**src/hw/rtl/mfd_pkg.sv**
```systemverilog
package mfd_pkg;

    // Queue geometry
    localparam int QUEUE_DEPTH       = 8;
    localparam int MAX_MESSAGE_BYTES = 64;

    // One spare slot beyond the queue depth: the tail slot is always free,
    // so incoming bytes land in place and commit just records the length and moves the tail.
    localparam int SLOT_COUNT = QUEUE_DEPTH + 1;
    localparam int SLOT_W     = $clog2(SLOT_COUNT);
    localparam int IDX_W      = (MAX_MESSAGE_BYTES > 1) ? $clog2(MAX_MESSAGE_BYTES) : 1;
    localparam int LEN_W      = $clog2(MAX_MESSAGE_BYTES + 1);
    localparam int COUNT_W    = $clog2(QUEUE_DEPTH + 1);
    localparam int RAM_DEPTH  = SLOT_COUNT * MAX_MESSAGE_BYTES;
    localparam int ADDR_W     = $clog2(RAM_DEPTH);

    typedef logic [SLOT_W-1:0]  slot_t;
    typedef logic [IDX_W-1:0]   idx_t;
    typedef logic [LEN_W-1:0]   len_t;
    typedef logic [COUNT_W-1:0] count_t;
    typedef logic [ADDR_W-1:0]  addr_t;

    typedef enum logic [1:0] {
        MODE_BYTE_IN = 2'd0,
        MODE_DEQUEUE = 2'd1,
        MODE_PEEK    = 2'd2,
        MODE_POP     = 2'd3
    } mode_t;

    typedef enum logic [2:0] {
        ST_ENQUEUED  = 3'd0,
        ST_FULL      = 3'd1,
        ST_DUPLICATE = 3'd2,
        ST_TOO_LONG  = 3'd3,
        ST_BYTE_OUT  = 3'd4,
        ST_EMPTY     = 3'd5,
        ST_POPPED    = 3'd6
    } status_t;

    // Write port of the slot RAM
    typedef struct packed {
        logic       we;
        addr_t      addr;
        logic [7:0] data;
    } ram_wr_t;

    function automatic slot_t slot_inc(input slot_t s);
        slot_t r;
        r = (s == slot_t'(SLOT_COUNT - 1)) ? '0 : slot_t'(s + slot_t'(1));
        return r;
    endfunction

    function automatic slot_t slot_dec(input slot_t s);
        slot_t r;
        r = (s == '0) ? slot_t'(SLOT_COUNT - 1) : slot_t'(s - slot_t'(1));
        return r;
    endfunction

    // Byte address of a slot entry
    function automatic addr_t ram_addr(input slot_t s, input idx_t i);
        addr_t a;
        a = addr_t'(addr_t'(s) * addr_t'(MAX_MESSAGE_BYTES)) + addr_t'(i);
        return a;
    endfunction

endpackage

```
**src/hw/rtl/mfd_slot_ram.sv**
```systemverilog
module mfd_slot_ram (
    input  logic            clk,
    input  mfd_pkg::ram_wr_t wr,
    input  mfd_pkg::addr_t  raddr,
    output logic [7:0]      rdata
);
    import mfd_pkg::*;

    logic [7:0] mem [RAM_DEPTH];

    // Write port
    always_ff @(posedge clk)
    begin
        if (wr.we)
        begin
            mem[wr.addr] <= wr.data;
        end
    end

    // Registered read, write data forwarded on an address hit
    always_ff @(posedge clk)
    begin
        if (wr.we && (wr.addr == raddr))
        begin
            rdata <= wr.data;
        end
        else
        begin
            rdata <= mem[raddr];
        end
    end

endmodule
```
**config.mk**
```make
export PLATFORM = sky130hd
export DESIGN_NAME = mfd_slot_ram
export DESIGN_NICKNAME = d
export VERILOG_FILES = /design/src/hw/rtl/mfd_pkg.sv /design/src/hw/rtl/mfd_slot_ram.sv
export SDC_FILE = /design/constraint.sdc
export NUM_CORES = 2
export LEC_CHECK = 0
export BUFFER_PORTS_ARGS = -buffer_cell sky130_fd_sc_hd__buf_2
export CORE_MARGIN = 4
export CORE_UTILIZATION = 40
export CTS_BUF_LIST = sky130_fd_sc_hd__clkbuf_16
export DETAILED_ROUTE_END_ITERATION = 8
export HOLD_SLACK_MARGIN = 0.08
export SYNTH_ARGS = -nofsm -noshare
export SYNTH_HDL_FRONTEND = slang
export SYNTH_MEMORY_MAX_BITS = 65536
export SYNTH_SLANG_ARGS = --single-unit
```
**constraint.sdc**
```tcl
create_clock -name clk -period 3.7 [get_ports clk]
set_input_delay 0.37 -clock clk [delete_from_list [all_inputs] [get_ports clk]]
set_output_delay 0.37 -clock clk [all_outputs]
set_load 0.05 [all_outputs]
```
======== Yosys cells after proc, flatten, opt, wreduce, memory -nomap -nowiden ========
Memories as Yosys holds them, arrays and structs flattened. A register that Yosys moved wholly into a read port is not among the register bits.
Cells that the tools add are included.
word-level totals
  register bits ........................... 0
  RAM bits ................................ 4,608
  logic and storage cells ................. 3
  output and inout bits ................... 8
  memories kept ........................... 1
  input port bits ......................... 30
operators by class
  muxes and demuxes ....................... 2
memories
  name  words  bits a word  rd ports  clocked after Yosys merged registers in  write ports  RTL line           RTL
  mem   576    8            1         1                                        1            mfd_slot_ram.sv:9  logic [7:0] mem [RAM_DEPTH];
operator list
  operator  count
  $mux W1   2

======== Longest topological paths before layout ========
  depth after elaboration ................. 2
  mapped depth ............................ 14
  gate-level depth less buffers ........... 7

======== Least setup slack after synthesis ========
OpenSTA, ideal clock, no wires.
  path kind ............................... register to output
  start point ............................. register (tool-made name)
  end point ............................... output port rdata[3]
  path buffers ............................ 6
  data arrival time ....................... 3.288 ns
  path slack .............................. 0.042 ns
  cell stages (with the launch flop) ...... 11
  path through ............................ dfxtp_1 > buf_4 > buf_2 > buf_2 > buf_2 > buf_2 > buf_1 > nand2_1 > a311oi_1 > o21bai_1 > o311ai_1
RTL lines
  what              RTL line           RTL
  end: declaration  mfd_slot_ram.sv:5  output logic [7:0] rdata

==> results.py <==
metrics = {
    "timing": {
        "layout_setup_ws_ns": -1.59,
        "period_share_pct": 143,
        "clock.fmax_ghz": 0.189,
        "finalSetupTns_ns": -11.10,
        "finalCriticalPeriod_ns": 5.29,
        "maxSlewViolCount": 0,
        "rsz0062_at_grt": "yes",
        "hold_viol": 0,
        "relSlewSlack_pct": 16.6,
        "worst_pin_slew_ns": 1.25,
        "setup_viol": 8,
    },
    "pwr": {
        "combPwrFrac_pct": 6.3,
        "p_clk_share_pct": 41.5,
        "p_leak_nw": 69.0,
        "seqPwrFrac_pct": 52.2,
        "powerDensity_nw_per_um2": 515,
        "p_sw_mw": 24.2,
        "max-vdd-ir-drop_mv": 0.445,
        "netSwitchingFraction_pct": 21.9,
        "p_int_mw": 86.2,
    },
    "setup_path": {
        "path_class": "register to primary output",
        "endpoint_kind": "primary output",
        "worst_ep_arrival_time_ns": 4.92,
        "critPathLaunchType": "register",
        "path_max_fanout": 6,
        "critPathRequiredTime_ns": 3.33,
    },
    "synthesis": {
        "async_flop_share_pct": 0,
        "ys_seq_elements": 4618,
        "synth_edf_count": 4608,
        "synthFlopType": "edfxtp_1",
        "ys_types": 72,
        "synth_area_um2": 179000,
        "syn_area_per_cell_um2": 21.7,
        "synth_warnings": 0,
        "synthCells": 8275,
        "seq_area_frac_synth_pct": 77.3,
        "synth.net_count": 8305,
    },
    "floorplanning": {
        "start_util_pct": 40.2,
        "design.die.area_um2": 459000,
        "core_area_um2": 446000,
        "die_w_um": 678,
        "rows": 245,
        "die_y_um": 678,
        "io_pins": 38,
    },
    "global_route": {
        "track_usage_pct": 23.1,
        "grt_pass1_vias": 94000,
        "overflow": 0,
        "grt_start_max_net_pins": 115,
        "grt_pass1_wl_um": 753000,
        "antenna_found_initial": 39,
    },
    "final_layout": {
        "largest_register_ffs": 4608,
        "drive_above_1_share_pct": 34.2,
        "final_util_pct": 48.0,
        "regMostFlops": "mem",
        "reg_top3": "mem (4608)",
        "finalNonFillerCells": 16000,
        "layout.nets": 9720,
        "syn2layout_area_growth_pct": 19.4,
        "n_fill_cell": 36000,
    },
    "placement": {
        "dp_hpwl_um": 354000,
        "portBuffers": 37,
        "gp_congestion": 0.880,
        "dp.cells": 15000,
        "place_ws_ns": -1.60,
    },
    "detailed_routing": {
        "via_count": 95100,
        "first_iter_violations": 13500,
        "routed_via_density": 5.93,
        "dr.pass1.iters": 6,
        "wirelength_um": 541000,
        "antenna_left": 0,
        "wire_per_inst_um": 33.8,
        "drc": 0,
    },
    "clocking": {
        "path_clk_slew_ns": 0.06,
        "cts_sinks": 4618,
        "cts_made_buffers": 446,
        "cts_root_buf": "clkbuf_16",
        "cts_buffer_depth": 4,
        "cts_tree": "yes",
        "htreeDepth": 5,
    },
    "run_status": {
        "violations": "setup timing",
        "status": "finished with violations",
    },
    "worst_hold_path": {
        "hold_path.startpoint": "raddr[2]",
        "min_path_cells": 2,
        "hp-class": "primary input to register",
    },
    "run": {
        "maxCapViolCount": 0,
    },
}
==> power groups by stage <==
stage	sequential [mW]	combinational, mW	clock, mW
finish	57.6	7.01	45.8
global route	57.5	7.22	48.5
CTS	57.6	6.85	46.3
detailed placement	58.7	6.52	0
global placement	58.7	6.43	0
floorplan	58.7	2.84	0
==> cells in the final DEF (no fill, tap or decap), types with 60 or more instances in the layout <==
cell / n
nand2_1: 298
mux2i_1: 234
clkbuf_16: 458
buf_4: 1134
buf_12: 197
mux4_2: 1175
clkinv_1: 110
inv_1: 81
a22oi_1: 75
nand3_1: 62
clkinv_2: 84
nor2_1: 631
a21oi_1: 70
o22ai_1: 60
edfxtp_1: 4608
==> timing repair <==
action                     in CTS  in global routing
pin swaps                      24                 30
setup buffers                  78                 38
gates cloned                   10                  6
hold buffers                   28                  0
hold endpoints to repair      545                  0
setup endpoints to repair       8                  8
gates resized for setup       147                 96
==> logic make-up (layout without fill, tap and decap cells) <==
| group | after synthesis | in the layout | share of synthesized area [%] |
|---|---|---|---|
| buffers and inverters | 517 | 2312 | 1.66 |
| and+or+nand+nor | 1180 | 1180 | 2.73 |
| AOI/OAI and AO/OA | 519 | 519 | 2.06 |
| muxes | 1441 | 1441 | 16.3 |
| other | 0 | 26 | 0 |
| DFF | 4618 | 4618 | 77.3 |
==> how the worst max path moves through the flow <==
| stage | start | end | cells after the start |
|---|---|---|---|
| 6_report | register | rdata[2] | 14 |
| 5_1_grt | register | rdata[4] | 13 |
| 4_1_cts | register | rdata[0] | 14 |
| 2_1_floorplan | register | rdata[3] | 10 |
| 3_5_place_dp | register | rdata[0] | 13 |
| 3_3_place_gp | register | rdata[4] | 12 |
==> worst max-delay path, cell delays in order, from the launching register on <==
cell and delay [ns]:
dfxtp_4 0.38, buf_12 0.15, buf_16 0.16, buf_12 0.15
buf_4 0.12, buf_6 0.11, buf_16 0.12, mux4_2 0.51
a22o_4 0.27, a221oi_4 0.24, o22ai_1 0.14, o31a_1 0.27
o211ai_1 0.73, nand3_4 0.31, buf_8 0.24
==> metal layers <==
metal | part of all wire, % | track usage, %
met2 | 47 | 36.0
met4 | 4.3 | 8.83
met3 | 10 | 4.48
met5 | 0.012 | 0
met1 | 39 | 32.5
==> per-stage QoR <==
stage,power [mW],instance area (um2),hold WS [ns]
after floorplan,61.5,179000,0.398
after global placement,65.1,197000,0.473
after detailed placement,65.2,197000,0.474
after CTS,111,213000,0.0930
after global routing,113,214000,0.169
final,110,214000,0.176
==> layout make-up <==
cell class | instances | area, um2 | share of cell area, %
clock buffer | 451 | 11300 | 5.27
timing repair buffer | 1477 | 14700 | 6.87
inverter | 7 | 43.8 | 0.0204
clock inverter | 377 | 3380 | 1.58
antenna | 26 | 65.1 | 0.0304
multi-input combinational | 3140 | 38700 | 18.1
sequential | 4618 | 139000 | 64.7
tap | 5928 | 7420 | 3.46
==> synth_stat cells, types with 14 or more instances <==
cell type	count	area, um2
a211oi_1	16	120
a21oi_1	77	385
a221oi_1	28	245
a22oi_1	78	586
a31oi_1	36	225
and3_1	21	131
buf_1	54	203
buf_2	124	621
buf_4	61	458
buf_6	68	766
clkbuf_1	192	721
edfxtp_1	4608	138000
mux2_2	19	214
mux2i_1	247	2470
mux4_2	1175	26500
nand2_1	311	1170
nand3_1	87	435
nand4_1	17	106
nor2_1	639	2400
nor2b_1	23	144
nor3_1	20	100
o211ai_1	14	105
o21ai_0	50	250
o221ai_1	42	368
o22ai_1	68	425
Note: power is estimated with default switching activity, not from simulation.
